===== src/sv/dpsm_pkg.sv =====
// Package for the dual-axis PD steering mixer.
// Holds field widths, APB port widths, register map codes, reset values and the mode code type.
// No dependencies.
package dpsm_pkg;

    // Field widths
    localparam int OFFSET_W = 11;
    localparam int DUTY_W   = 12;
    localparam int GAIN_W   = 8;
    localparam int LIMIT_W  = 7;
    localparam int DBAND_W  = 10;
    localparam int MODE_W   = 2;

    // APB port geometry
    localparam int PADDR_W = 5;
    localparam int PDATA_W = 32;

    // Register map: index = paddr[4:2]
    typedef enum logic [2:0] {
        REG_STEER_GAIN_P = 3'd0,
        REG_STEER_GAIN_D = 3'd1,
        REG_DRIVE_GAIN_P = 3'd2,
        REG_DRIVE_GAIN_D = 3'd3,
        REG_BASE_DUTY    = 3'd4,
        REG_TERM_LIMIT   = 3'd5,
        REG_DEAD_BAND    = 3'd6
    } t_reg_idx;

    // Register reset values
    localparam logic [GAIN_W-1:0]  RST_STEER_GAIN_P = 8'd5;
    localparam logic [GAIN_W-1:0]  RST_STEER_GAIN_D = 8'd2;
    localparam logic [GAIN_W-1:0]  RST_DRIVE_GAIN_P = 8'd5;
    localparam logic [GAIN_W-1:0]  RST_DRIVE_GAIN_D = 8'd2;
    localparam logic [DUTY_W-1:0]  RST_BASE_DUTY    = 12'd600;
    localparam logic [LIMIT_W-1:0] RST_TERM_LIMIT   = 7'd90;
    localparam logic [DBAND_W-1:0] RST_DEAD_BAND    = 10'd10;

    // Wheel mode codes
    typedef enum logic [MODE_W-1:0] {
        MODE_STOP      = 2'd0,
        MODE_STRAIGHT  = 2'd1,
        MODE_TURN_DRV  = 2'd2,
        MODE_TURN_ONLY = 2'd3
    } t_drive_mode;

endpackage


===== src/sv/dpsm_if.sv =====
// Handshake interfaces for the measurement and wheel-duty channels.
// Depends on dpsm_pkg for field widths.
interface dpsm_meas_if;
    import dpsm_pkg::*;
    logic                       valid;
    logic                       ready;
    logic signed [OFFSET_W-1:0] horiz_offset;
    logic signed [OFFSET_W-1:0] vert_offset;
    logic                       target_found;

    modport source (output valid, horiz_offset, vert_offset, target_found, input ready);
    modport sink   (input valid, horiz_offset, vert_offset, target_found, output ready);
endinterface

interface dpsm_duty_if;
    import dpsm_pkg::*;
    logic              valid;
    logic              ready;
    logic [DUTY_W-1:0] left_duty;
    logic [DUTY_W-1:0] right_duty;
    logic [MODE_W-1:0] drive_mode;

    modport source (output valid, left_duty, right_duty, drive_mode, input ready);
    modport sink   (input valid, left_duty, right_duty, drive_mode, output ready);
endinterface


===== src/sv/dual_axis_pd_steering_mixer_core.sv =====
// Dual-axis PD steering mixer: camera offsets in, wheel duties and mode out.
// Depends on dpsm_pkg and the interfaces in dpsm_if.sv.
//
//   channel   | direction | handshake     | word
//   i_meas    | in        | valid/ready   | horiz_offset, vert_offset, target_found
//   o_duty    | out       | valid/ready   | left_duty, right_duty, drive_mode
//   APB       | in        | psel/penable  | seven control registers, pready tied high
//
// Three register stages: input capture, PD terms, wheel duties. An accepted word passes
// through all three to o_duty.valid, and one word can enter every cycle unless o_duty stalls.
// Each stage advances when it is empty or the next stage takes its word, so a stall
// on o_duty backs up through the stages and drops i_meas.ready when all are full.
// Synchronous active-low reset empties the pipe, zeroes the previous offsets and
// loads the register defaults.
module dual_axis_pd_steering_mixer_core (
    input  logic                     i_clk,
    input  logic                     i_rst_n,
    dpsm_meas_if.sink                i_meas,
    dpsm_duty_if.source              o_duty,
    input  logic                     psel,
    input  logic                     penable,
    input  logic                     pwrite,
    input  logic [dpsm_pkg::PADDR_W-1:0] paddr,
    input  logic [dpsm_pkg::PDATA_W-1:0] pwdata,
    output logic [dpsm_pkg::PDATA_W-1:0] prdata,
    output logic                     pready
);
    import dpsm_pkg::*;

    // Configuration registers
    logic [GAIN_W-1:0]  r_steer_gain_p, r_steer_gain_d;
    logic [GAIN_W-1:0]  r_drive_gain_p, r_drive_gain_d;
    logic [DUTY_W-1:0]  r_base_duty;
    logic [LIMIT_W-1:0] r_term_limit;
    logic [DBAND_W-1:0] r_dead_band;

    logic     cfg_wr;
    t_reg_idx cfg_idx;

    assign pready  = 1'b1;
    assign cfg_wr  = psel & penable & pwrite;
    assign cfg_idx = t_reg_idx'(paddr[4:2]);

    // Write the selected register, keep only its own bits
    always_ff @(posedge i_clk) begin
        if (!i_rst_n) begin
            r_steer_gain_p <= RST_STEER_GAIN_P;
            r_steer_gain_d <= RST_STEER_GAIN_D;
            r_drive_gain_p <= RST_DRIVE_GAIN_P;
            r_drive_gain_d <= RST_DRIVE_GAIN_D;
            r_base_duty    <= RST_BASE_DUTY;
            r_term_limit   <= RST_TERM_LIMIT;
            r_dead_band    <= RST_DEAD_BAND;
        end else if (cfg_wr) begin
            case (cfg_idx)
                REG_STEER_GAIN_P: r_steer_gain_p <= pwdata[GAIN_W-1:0];
                REG_STEER_GAIN_D: r_steer_gain_d <= pwdata[GAIN_W-1:0];
                REG_DRIVE_GAIN_P: r_drive_gain_p <= pwdata[GAIN_W-1:0];
                REG_DRIVE_GAIN_D: r_drive_gain_d <= pwdata[GAIN_W-1:0];
                REG_BASE_DUTY:    r_base_duty    <= pwdata[DUTY_W-1:0];
                REG_TERM_LIMIT:   r_term_limit   <= pwdata[LIMIT_W-1:0];
                REG_DEAD_BAND:    r_dead_band    <= pwdata[DBAND_W-1:0];
                default: ;
            endcase
        end
    end

    // Read back the selected register
    always_comb begin
        prdata = '0;
        case (cfg_idx)
            REG_STEER_GAIN_P: prdata = {{(PDATA_W-GAIN_W){1'b0}}, r_steer_gain_p};
            REG_STEER_GAIN_D: prdata = {{(PDATA_W-GAIN_W){1'b0}}, r_steer_gain_d};
            REG_DRIVE_GAIN_P: prdata = {{(PDATA_W-GAIN_W){1'b0}}, r_drive_gain_p};
            REG_DRIVE_GAIN_D: prdata = {{(PDATA_W-GAIN_W){1'b0}}, r_drive_gain_d};
            REG_BASE_DUTY:    prdata = {{(PDATA_W-DUTY_W){1'b0}}, r_base_duty};
            REG_TERM_LIMIT:   prdata = {{(PDATA_W-LIMIT_W){1'b0}}, r_term_limit};
            REG_DEAD_BAND:    prdata = {{(PDATA_W-DBAND_W){1'b0}}, r_dead_band};
            default:          prdata = '0;
        endcase
    end

    // PD term: kp*err + kd*(prev - err), exact in 22 bits
    function automatic logic signed [21:0] f_pd(
        input logic signed [OFFSET_W-1:0] err,
        input logic signed [OFFSET_W-1:0] prev,
        input logic [GAIN_W-1:0]          kp,
        input logic [GAIN_W-1:0]          kd
    );
        logic signed [11:0] diff;
        logic signed [19:0] p_part;
        logic signed [20:0] d_part;
        diff   = {prev[OFFSET_W-1], prev} - {err[OFFSET_W-1], err};
        p_part = $signed({1'b0, kp}) * err;
        d_part = $signed({1'b0, kd}) * diff;
        return 22'(p_part) + 22'(d_part);
    endfunction

    // True when |err| is below the deadband
    function automatic logic f_in_band(
        input logic signed [OFFSET_W-1:0] err,
        input logic [DBAND_W-1:0]         band
    );
        logic signed [11:0] wide;
        logic [11:0]        mag;
        wide = {err[OFFSET_W-1], err};
        mag  = err[OFFSET_W-1] ? 12'(-wide) : 12'(wide);
        return mag < {2'b00, band};
    endfunction

    // Saturate a signed duty sum to 0..4095
    function automatic logic [DUTY_W-1:0] f_sat(input logic signed [13:0] v);
        if (v[13]) begin
            return '0;
        end else if (v[12]) begin
            return '1;
        end else begin
            return v[DUTY_W-1:0];
        end
    endfunction

    // Pipeline handshake
    logic r_s1_valid, r_s2_valid, r_out_valid;
    logic s1_adv, s2_adv, out_adv, in_acc;

    assign out_adv      = !r_out_valid || o_duty.ready;
    assign s2_adv       = !r_s2_valid  || out_adv;
    assign s1_adv       = !r_s1_valid  || s2_adv;
    assign i_meas.ready = s1_adv;
    assign in_acc       = i_meas.valid && s1_adv;

    // Stage 1: capture the word and the previous offsets; advance the history
    logic signed [OFFSET_W-1:0] r_prev_horiz, r_prev_vert;
    logic signed [OFFSET_W-1:0] r_s1_ex, r_s1_ey, r_s1_px, r_s1_py;
    logic                       r_s1_found;

    always_ff @(posedge i_clk) begin
        if (!i_rst_n) begin
            r_s1_valid   <= 1'b0;
            r_prev_horiz <= '0;
            r_prev_vert  <= '0;
        end else begin
            if (s1_adv) begin
                r_s1_valid <= i_meas.valid;
            end
            if (in_acc) begin
                r_prev_horiz <= i_meas.horiz_offset;
                r_prev_vert  <= i_meas.vert_offset;
            end
        end
    end

    always_ff @(posedge i_clk) begin
        if (in_acc) begin
            r_s1_ex    <= i_meas.horiz_offset;
            r_s1_ey    <= i_meas.vert_offset;
            r_s1_px    <= r_prev_horiz;
            r_s1_py    <= r_prev_vert;
            r_s1_found <= i_meas.target_found;
        end
    end

    // Stage 2: PD terms, clamp, deadband and target-lost zeroing
    logic signed [21:0]  pd_s, pd_d, lim_pos, lim_neg;
    logic signed [7:0]   n_steer;
    logic [LIMIT_W-1:0]  n_drive;
    logic signed [7:0]   r_s2_steer;
    logic [LIMIT_W-1:0]  r_s2_drive;

    always_comb begin
        pd_s    = f_pd(r_s1_ex, r_s1_px, r_steer_gain_p, r_steer_gain_d);
        pd_d    = f_pd(r_s1_ey, r_s1_py, r_drive_gain_p, r_drive_gain_d);
        lim_pos = $signed({{(22-LIMIT_W){1'b0}}, r_term_limit});
        lim_neg = -lim_pos;

        if (pd_s > lim_pos) begin
            n_steer = lim_pos[7:0];
        end else if (pd_s < lim_neg) begin
            n_steer = lim_neg[7:0];
        end else begin
            n_steer = pd_s[7:0];
        end
        if (f_in_band(r_s1_ex, r_dead_band) || !r_s1_found) begin
            n_steer = '0;
        end

        if (pd_d > lim_pos) begin
            n_drive = r_term_limit;
        end else if (pd_d[21]) begin
            n_drive = '0;
        end else begin
            n_drive = pd_d[LIMIT_W-1:0];
        end
        if (f_in_band(r_s1_ey, r_dead_band) || !r_s1_found) begin
            n_drive = '0;
        end
    end

    always_ff @(posedge i_clk) begin
        if (!i_rst_n) begin
            r_s2_valid <= 1'b0;
        end else if (s2_adv) begin
            r_s2_valid <= r_s1_valid;
        end
    end

    always_ff @(posedge i_clk) begin
        if (s2_adv && r_s1_valid) begin
            r_s2_steer <= n_steer;
            r_s2_drive <= n_drive;
        end
    end

    // Stage 3: mix terms into wheel duties and mode
    logic signed [13:0]  base_w, steer_w, drive_w;
    logic [DUTY_W-1:0]   n_left, n_right;
    t_drive_mode         n_mode;
    logic [DUTY_W-1:0]   r_left, r_right;
    t_drive_mode         r_mode;

    always_comb begin
        base_w  = $signed({2'b00, r_base_duty});
        steer_w = $signed({{6{r_s2_steer[7]}}, r_s2_steer});
        drive_w = $signed({{(14-LIMIT_W){1'b0}}, r_s2_drive});
        if (r_s2_steer == '0) begin
            if (r_s2_drive == '0) begin
                n_mode  = MODE_STOP;
                n_left  = '0;
                n_right = '0;
            end else begin
                n_mode  = MODE_STRAIGHT;
                n_left  = f_sat(base_w + drive_w);
                n_right = f_sat(base_w + drive_w);
            end
        end else begin
            n_mode  = (r_s2_drive != '0) ? MODE_TURN_DRV : MODE_TURN_ONLY;
            n_left  = f_sat(base_w + steer_w);
            n_right = f_sat(base_w - steer_w);
        end
    end

    always_ff @(posedge i_clk) begin
        if (!i_rst_n) begin
            r_out_valid <= 1'b0;
        end else if (out_adv) begin
            r_out_valid <= r_s2_valid;
        end
    end

    always_ff @(posedge i_clk) begin
        if (out_adv && r_s2_valid) begin
            r_left  <= n_left;
            r_right <= n_right;
            r_mode  <= n_mode;
        end
    end

    assign o_duty.valid      = r_out_valid;
    assign o_duty.left_duty  = r_left;
    assign o_duty.right_duty = r_right;
    assign o_duty.drive_mode = r_mode;

endmodule

===== src/flat_wrapper.sv =====
// flat-port wrapper written by rule: the top's interface ports become plain ports
module dual_axis_pd_steering_mixer_core_flat import dpsm_pkg::*;
  (i_clk, i_rst_n, psel, penable, pwrite, paddr, pwdata, prdata, pready, i_meas_valid, i_meas_horiz_offset, i_meas_vert_offset, i_meas_target_found, i_meas_ready, o_duty_valid, o_duty_left_duty, o_duty_right_duty, o_duty_drive_mode, o_duty_ready);
  dpsm_meas_if i_meas_i ();
  dpsm_duty_if o_duty_i ();
  input  logic i_clk;
  input  logic i_rst_n;
  input  logic psel;
  input  logic penable;
  input  logic pwrite;
  input  logic [dpsm_pkg::PADDR_W-1:0] paddr;
  input  logic [dpsm_pkg::PDATA_W-1:0] pwdata;
  output logic [dpsm_pkg::PDATA_W-1:0] prdata;
  output logic pready;
  input wire logic [$bits(i_meas_i.valid)-1:0] i_meas_valid;
  input wire logic [$bits(i_meas_i.horiz_offset)-1:0] i_meas_horiz_offset;
  input wire logic [$bits(i_meas_i.vert_offset)-1:0] i_meas_vert_offset;
  input wire logic [$bits(i_meas_i.target_found)-1:0] i_meas_target_found;
  output wire logic [$bits(i_meas_i.ready)-1:0] i_meas_ready;
  output wire logic [$bits(o_duty_i.valid)-1:0] o_duty_valid;
  output wire logic [$bits(o_duty_i.left_duty)-1:0] o_duty_left_duty;
  output wire logic [$bits(o_duty_i.right_duty)-1:0] o_duty_right_duty;
  output wire logic [$bits(o_duty_i.drive_mode)-1:0] o_duty_drive_mode;
  input wire logic [$bits(o_duty_i.ready)-1:0] o_duty_ready;
  assign i_meas_i.valid = i_meas_valid;
  assign i_meas_i.horiz_offset = i_meas_horiz_offset;
  assign i_meas_i.vert_offset = i_meas_vert_offset;
  assign i_meas_i.target_found = i_meas_target_found;
  assign i_meas_ready = i_meas_i.ready;
  assign o_duty_valid = o_duty_i.valid;
  assign o_duty_left_duty = o_duty_i.left_duty;
  assign o_duty_right_duty = o_duty_i.right_duty;
  assign o_duty_drive_mode = o_duty_i.drive_mode;
  assign o_duty_i.ready = o_duty_ready;
  dual_axis_pd_steering_mixer_core u_core (.i_clk(i_clk), .i_rst_n(i_rst_n), .i_meas(i_meas_i), .o_duty(o_duty_i), .psel(psel), .penable(penable), .pwrite(pwrite), .paddr(paddr), .pwdata(pwdata), .prdata(prdata), .pready(pready));
endmodule

===== config.mk =====
export PLATFORM = sky130hd
export DESIGN_NAME = dual_axis_pd_steering_mixer_core_flat
export DESIGN_NICKNAME = d
export VERILOG_FILES = /design/src/sv/dpsm_pkg.sv /design/src/sv/dpsm_if.sv /design/src/sv/dual_axis_pd_steering_mixer_core.sv /design/src/flat_wrapper.sv
export SDC_FILE = /design/constraint.sdc
export NUM_CORES = 1
export LEC_CHECK = 0
export ABC_AREA = 1
export BUFFER_PORTS_ARGS = -buffer_cell sky130_fd_sc_hd__buf_2
export CORE_MARGIN = 5
export CORE_UTILIZATION = 60
export DETAILED_ROUTE_END_ITERATION = 8
export PLACE_DENSITY = 0.78
export SLEW_MARGIN = 5
export SYNTH_ARGS = -nofsm -noshare
export SYNTH_HDL_FRONTEND = slang
export SYNTH_SLANG_ARGS = --single-unit
export TNS_END_PERCENT = 30

===== constraint.sdc =====
create_clock -name i_clk -period 23.5 [get_ports i_clk]
set_clock_uncertainty 0.1 [all_clocks]
set_input_delay 3.525 -clock i_clk [delete_from_list [all_inputs] [get_ports i_clk]]
set_output_delay 3.525 -clock i_clk [all_outputs]
set_load 0.01 [all_outputs]

# Yosys cells after proc, flatten, opt, wreduce, memory -nomap -nowiden
# Index checks and enable logic that the tools add are counted.
word_totals:
  register_bits: 172
  inputBits: 67
  output_inout_bits: 61
classes:
  add_sub_neg: 10
  n_mul: 4
  order_cmp: 5
  eq_ne: 6
  n_mux: 19
  bitwise_logic: 2
  reduce_logical: 24
ops:
  columns: ["operator", "count"]
  rows:
  - ["2-to-1 mux 12 bit", 11]
  - ["one-hot mux 12 bit (7 select lines)", 1]
  - ["adder 20 x 21 -> 22 bit", 2]
  - ["greater-than comparator 22 x 8 -> 1 bit", 2]
  - ["multiplier 9 x 12 -> 21 bit", 2]
  - ["multiplier 9 x 11 -> 20 bit", 2]
  - ["less-than comparator 12 x 10 -> 1 bit", 2]
  - ["negation 11 -> 12 bit", 2]
  - ["subtractor 11 x 11 -> 12 bit", 2]
  - ["less-than comparator 22 bit", 1]
  - ["negation 7 -> 22 bit", 1]
  - ["2-to-1 mux 7 bit", 3]
  - ["adder 13 x 8 -> 14 bit", 1]
  - ["AND reduction 2 bit", 7]
  - ["subtractor 13 x 8 -> 14 bit", 1]
  - ["adder 12 x 7 -> 13 bit", 1]
  - ["== test 3 bit, second input constant", 3]
  - ["logical NOT 8 bit", 1]
  - ["2-to-1 mux 8 bit", 1]
  - ["logical NOT 7 bit", 1]
  - ["nonzero test 7 bit", 1]
  - ["== test 3 x 2 -> 1 bit, second input constant", 2]
  - ["logical OR 1 bit", 5]
  - ["logical NOT 1 bit", 4]
  - ["7 further kinds", 11]

# Longest topological paths before layout
depth:
  depth_word: 6
  ltp_mapped: 46
  ltp_nobuf: 45

# Least setup slack after synthesis
# No wires, ideal clock.
synth_timing:
  path_type: "reg-to-reg"
  start: "register u_core.r_s1_ex[5]"
  end: "register u_core.r_s2_steer[7] (data pin)"
  setup_time_ps: 146
  arrival_time_ps: 8410
  slack_ps: 14844
  path_stages_with_launch: 39
  synth_period_minus_slack_ps: 8656
  path_cell_list: "edfxtp_1 -> clkbuf_1 -> inv_1 -> ha_1 -> nand4_1 -> o21ai_0 -> a21oi_1 -> o21bai_1 -> nand2_1 -> a22oi_1 -> nor2_1 -> fa_1 -> inv_1 -> fa_1 -> inv_1 -> fa_1 -> inv_1 -> fa_1 -> [3 not listed] -> fa_1 -> inv_1 -> ha_1 -> nand2_1 -> nor2_1 -> a211oi_1 -> a21boi_1 -> clkinv_2 -> xor2_2 -> inv_1 -> ha_1 -> nand4_1 -> nor3_1 -> nand3_1 -> nand4_1 -> nand2_1 -> or2_2 -> a21oi_1"
synth_between:
  elab_chain_len: 5
  word_cells_on_any_way: 12
  classes_between: "add/sub: 3; mul: 2; order compare: 3; mux: 2; reduce/logical: 2"
synth_rtl:
  columns: ["element", "line_no", "rtl"]
  rows:
  - ["start, declared", "dual_axis_pd_steering_mixer_core.sv:134", "logic signed [OFFSET_W-1:0] r_s1_ex, r_s1_ey, r_s1_px, r_s1_py;"]
  - ["start signal, assigned", "dual_axis_pd_steering_mixer_core.sv:155", "r_s1_ex <= i_meas.horiz_offset;"]
  - ["subtractor 11 x 11 -> 12 bit / negation 11 -> 12 bit (equally long branches)", "dual_axis_pd_steering_mixer_core.sv:93, dual_axis_pd_steering_mixer_core.sv:107", null]
  - ["multiplier 9 x 12 -> 21 bit / 2-to-1 mux 12 bit (equally long branches)", "dual_axis_pd_steering_mixer_core.sv:95, dual_axis_pd_steering_mixer_core.sv:107", null]
  - ["adder 20 x 21 -> 22 bit / less-than comparator 12 x 10 -> 1 bit (equally long branches)", "dual_axis_pd_steering_mixer_core.sv:96, dual_axis_pd_steering_mixer_core.sv:108", null]
  - ["less-than comparator 22 bit, or another cell as far along", "dual_axis_pd_steering_mixer_core.sv:178", "end else if (pd_s < lim_neg) begin"]
  - ["2-to-1 mux 8 bit / OR reduction 2 bit (equally long branches)", null, null]
  - ["end signal, assigned", "dual_axis_pd_steering_mixer_core.sv:209", "r_s2_steer <= n_steer;"]
  - ["end, declared", "dual_axis_pd_steering_mixer_core.sv:167", "logic signed [7:0] r_s2_steer;"]
# Parallel ways exist; a longest one is shown, timed or not.
# A chain may end at the register's enable or synchronous reset.

# Worst setup path after layout
layout_timing:
  start: "register u_core.r_s1_ex[2]"
  end: "register u_core.r_s2_steer[7] (data pin)"
# The elaborated chain is that of the path after synthesis.

==> impl_metrics.yaml <==
die:
  die_w_um: 219.2
  chipHeight_um: 219.2
  initial_standard_cell_utilization_of_the_core_pct: 60.82
  core_area_um2: 43170
  dieArea_um2: 48050
  row_count: 76
  io-pin-count: 128
pwr:
  leakage_nw: 14.99
  irDropWorstVdd_uv: 60.44
  comb_power_share_pct: 69.8
  internal_power_mw: 1.038
  power.sequential.fraction_pct: 16.8
  power.density_nw_per_um2: 79.54
  power.share.switching_pct: 52.75
  clock_power_share_pct: 13.5
  total_switching_power_mw: 1.159
clock_tree:
  clockBufferDepth: 2
  clock-root-buffer: "clkbuf_16"
  clk_pin_slew_worst_paths_ns: 0.07
  cts_resized: 0
  cts.repair_timing.setup_buffer_count: 0
  cts_hold_buffers: 0
  number_of_buffers_added_by_the_clock_tree_synthesis_step: 17
  cts.htree.levels: 4
  cts_num_sinks: 172
  insertion_delay_ns: 0.45
  tritoncts: "built"
place:
  detailedPlacementHpwl_um: 57910
  placement.cell_area_um2: 27010
  gpl.final_weighted_congestion: 1.018
  placement.io_buffers: 84
setup_path:
  crit_path_max_fanout: 11
  ff2ff_path_depth: 38
  worst_path_max_delay_cell: "edfxtp_1"
  critPathArrivalTime_ns: 10.69
  end_kind: "flop"
  crit_top_cell: "inv_1"
  timing.critical_path.slowest_cell_delay_ns: 0.72
  critPathLaunch: "u_core.r_s1_ex[2]$_DFFE_PP_"
  cp_data_required_time_ns: 23.71
  r2r_start: "u_core.r_s1_ex[2]$_DFFE_PP_"
  reg2reg_to: "u_core.r_s2_steer[7]$_SDFFCE_PP0P_"
  setup.worst_path.class: "reg2reg"
  critical_path.startpoint_type: "flop"
  worst_setup_path_endpoint: "u_core.r_s2_steer[7]$_SDFFCE_PP0P_"
  ff2ff_setup_slack_ns: 13.01
detailed_routing:
  routed_wl_um: 68420
  route.detailed.drc: 0
  post_drt_wl_per_cell_um: 17.43
  drt_pass1_iterations: 6
  drt_iter0_drc: 1960
  vias: 21557
  drtAntennaViolNets: 0
  vias_per_cell: 5.491
timing:
  slew-limit-headroom_pct: 40.65
  grt_setup_unrepaired: "false"
  final_max_slew_viol_count: 0
  timing.final.hold_violations: 0
  max_slew.worst_pin.slew_ns: 0.8881
  final.period_utilization_pct: 44.62
  final.hold.worst_slack_ns: 0.3349
  setup_tns_ns: 0
  setup_violations: 0
  fmax_ghz: 0.09537
  period_needed_ns: 10.49
grt:
  first_global_vias: 22199
  grt_antenna_before_repair: 2
  overflow: 0
  grt_pass1_wl_um: 111800
  grt_use_total_pct: 29.41
  grt_max_degree: 78
final_layout:
  ff_latch_area_um2: 4304
  fin_nets: 4039
  drive_above_1_share_pct: 5.359
  filler_cell_count: 3807
  area_of_combinational_cells_with_multiple_inputs_um2: 18520
  syn_to_final_growth_pct: 5.237
  final_cell_area_um2: 27630
logic_synthesis:
  fraction_of_synthesized_cell_area_taken_by_the_top_area_cell_type_pct: 28.90
  synthCells: 3307
  most_instantiated_flip_flop_cell_in_the_synthesis_netlist: "edfxtp_1"
  synth.yosys.warnings: 0
  synth-edff-count: 86
  yosysSeqAreaShare_pct: 16.39
  synth_seq_cells: 172
  synth.avg_cell_area_um2: 7.940
  asyncSetResetFlopFracSynth_pct: 0
  combined_area_of_all_synthesized_cells_um2: 26260
  yosys-top-cells-area: "fa_1 29%, ha_1 13%, inv_1 11%, edfxtp_1 9.8%, nand2_1 9.0%"
  synth.largest_area_cell: "fa_1"
  count_of_cell_types_in_the_netlist: 55
min_path:
  path_category_of_the_worst_min_delay_check: "reg2reg"
outcome:
  run_status: "completed"
run:
  cap_violations: 0
[critical path, delay by kind of cell, from the launching register on]
| kind | cells | cell delay (ns) |
|---|---|---|
| compound gates | 9 | 1.92 |
| simple gates | 10 | 1.78 |
| flops | 1 | 0.72 |
| fa+ha+maj | 9 | 4.47 |
| xor+xnor | 1 | 0.57 |
| buf+inv | 9 | 0.74 |
[cells in the mapped netlist (all sizes together), types with 12 or more instances]
| library cell | n |
|---|---|
| dfxtp | 86 |
| nand2 | 639 |
| a221oi | 12 |
| nor2 | 269 |
| nand4 | 25 |
| nor3 | 26 |
| buf | 32 |
| nand3b | 12 |
| xor2 | 61 |
| o21ai | 148 |
| or2 | 31 |
| inv | 799 |
| xnor2 | 24 |
| nand3 | 104 |
| a21oi | 156 |
| o22ai | 13 |
| fa | 379 |
| clkbuf | 73 |
| ha | 266 |
| edfxtp | 86 |
[per-stage QoR]
stage	std cells	power, mW	setup slack [ns]	util [%]
floorplan	3326	1.499	14.84	-
global placement	3893	1.837	13.51	62.57
detailed placement	3893	1.878	13.25	62.57
CTS	3925	2.181	13.19	64.00
global route	3925	2.433	12.32	64.00
finish	3926	2.198	13.01	64.01
[cells by family after synthesis]
kind of cell             synth area share (%)
flip-flops                              16.39
other                                 0.02860
XOR/XNOR                                2.892
AND/OR/NAND/NOR                         17.75
adder cells (fa/ha/maj)                 41.57
buffers and inverters                   13.37
AO/OA/AOI/OAI                           8.001
[power groups by stage]
stage | clock network, mW | registers (mW) | logic (mW)
finish | 0.296 | 0.369 | 1.53
global route | 0.310 | 0.371 | 1.75
CTS | 0.298 | 0.368 | 1.52
detailed placement | 0 | 0.374 | 1.50
global placement | 0 | 0.374 | 1.46
floorplan | 0 | 0.364 | 1.14
[layout by cell type (no fill, tap or decap), types with 7 or more instances in the layout]
cell type  instances
dfxtp_1           86
o22ai_1           13
o21ai_0          142
conb_1            21
xnor2_1           24
clkbuf_16         17
nand4_1           23
a21oi_1          152
nor2_1           263
xor2_1            59
inv_8             10
nand2_1          632
nand3_1          102
o21bai_1           7
edfxtp_1          86
inv_1            795
ha_1             266
nor4_1             7
a221oi_1          12
nor3_1            25
or2_2             29
fa_1             379
buf_2             84
nand3b_1          11
a21o_1             7
[sequential cells by signal, summed over array words and instances, names as in the netlist, 2 cells and up]
name,count
u_core.r_steer_gain_p,8
u_core.o_duty.right_duty,12
u_core.r_drive_gain_d,8
u_core.r_s1_py,11
u_core.r_steer_gain_d,8
u_core.r_base_duty,12
u_core.r_s2_steer,8
u_core.o_duty.drive_mode,2
u_core.r_s1_ey,11
u_core.r_term_limit,7
u_core.r_dead_band,10
u_core.r_s1_px,11
u_core.r_prev_vert,11
u_core.r_prev_horiz,11
u_core.r_drive_gain_p,8
u_core.o_duty.left_duty,12
u_core.r_s2_drive,7
u_core.r_s1_ex,11
[worst min path at each step]
stage / depth (start not counted) / slack [ns] / to / start
5_1_grt: 0 / 0.34 / u_core.r_s1_px[6]$_DFFE_PP_ / u_core.r_prev_horiz[6]$_SDFFE_PN0P_
3_5_place_dp: 0 / 0.31 / u_core.r_s1_px[6]$_DFFE_PP_ / u_core.r_prev_horiz[6]$_SDFFE_PN0P_
2_1_floorplan: 0 / 0.31 / u_core.r_s1_px[0]$_DFFE_PP_ / u_core.r_prev_horiz[0]$_SDFFE_PN0P_
3_3_place_gp: 0 / 0.31 / u_core.r_s1_py[3]$_DFFE_PP_ / u_core.r_prev_vert[3]$_SDFFE_PN0P_
6_report: 0 / 0.33 / u_core.r_s1_px[0]$_DFFE_PP_ / u_core.r_prev_horiz[0]$_SDFFE_PN0P_
4_1_cts: 0 / 0.33 / u_core.r_s1_px[6]$_DFFE_PP_ / u_core.r_prev_horiz[6]$_SDFFE_PN0P_
[per-layer routing]
metal  track usage (%)  wire, um
met5                 0        13
met2             46.97     31030
met3             6.511      6734
met4             9.734      2305
met1             40.19     28340
[cell type report]
class | count | share of cell area, %
Timing Repair Buffer | 87 | 1.603
Clock buffer | 17 | 1.540
Tap cell | 585 | 2.649
Multi-Input combinational cell | 2246 | 67.02
Sequential cell | 172 | 15.58
Antenna cell | 1 | 0.009056
Inverter | 803 | 10.91
Clock inverter | 15 | 0.6928
Note: power is estimated with default switching activity, not from simulation.
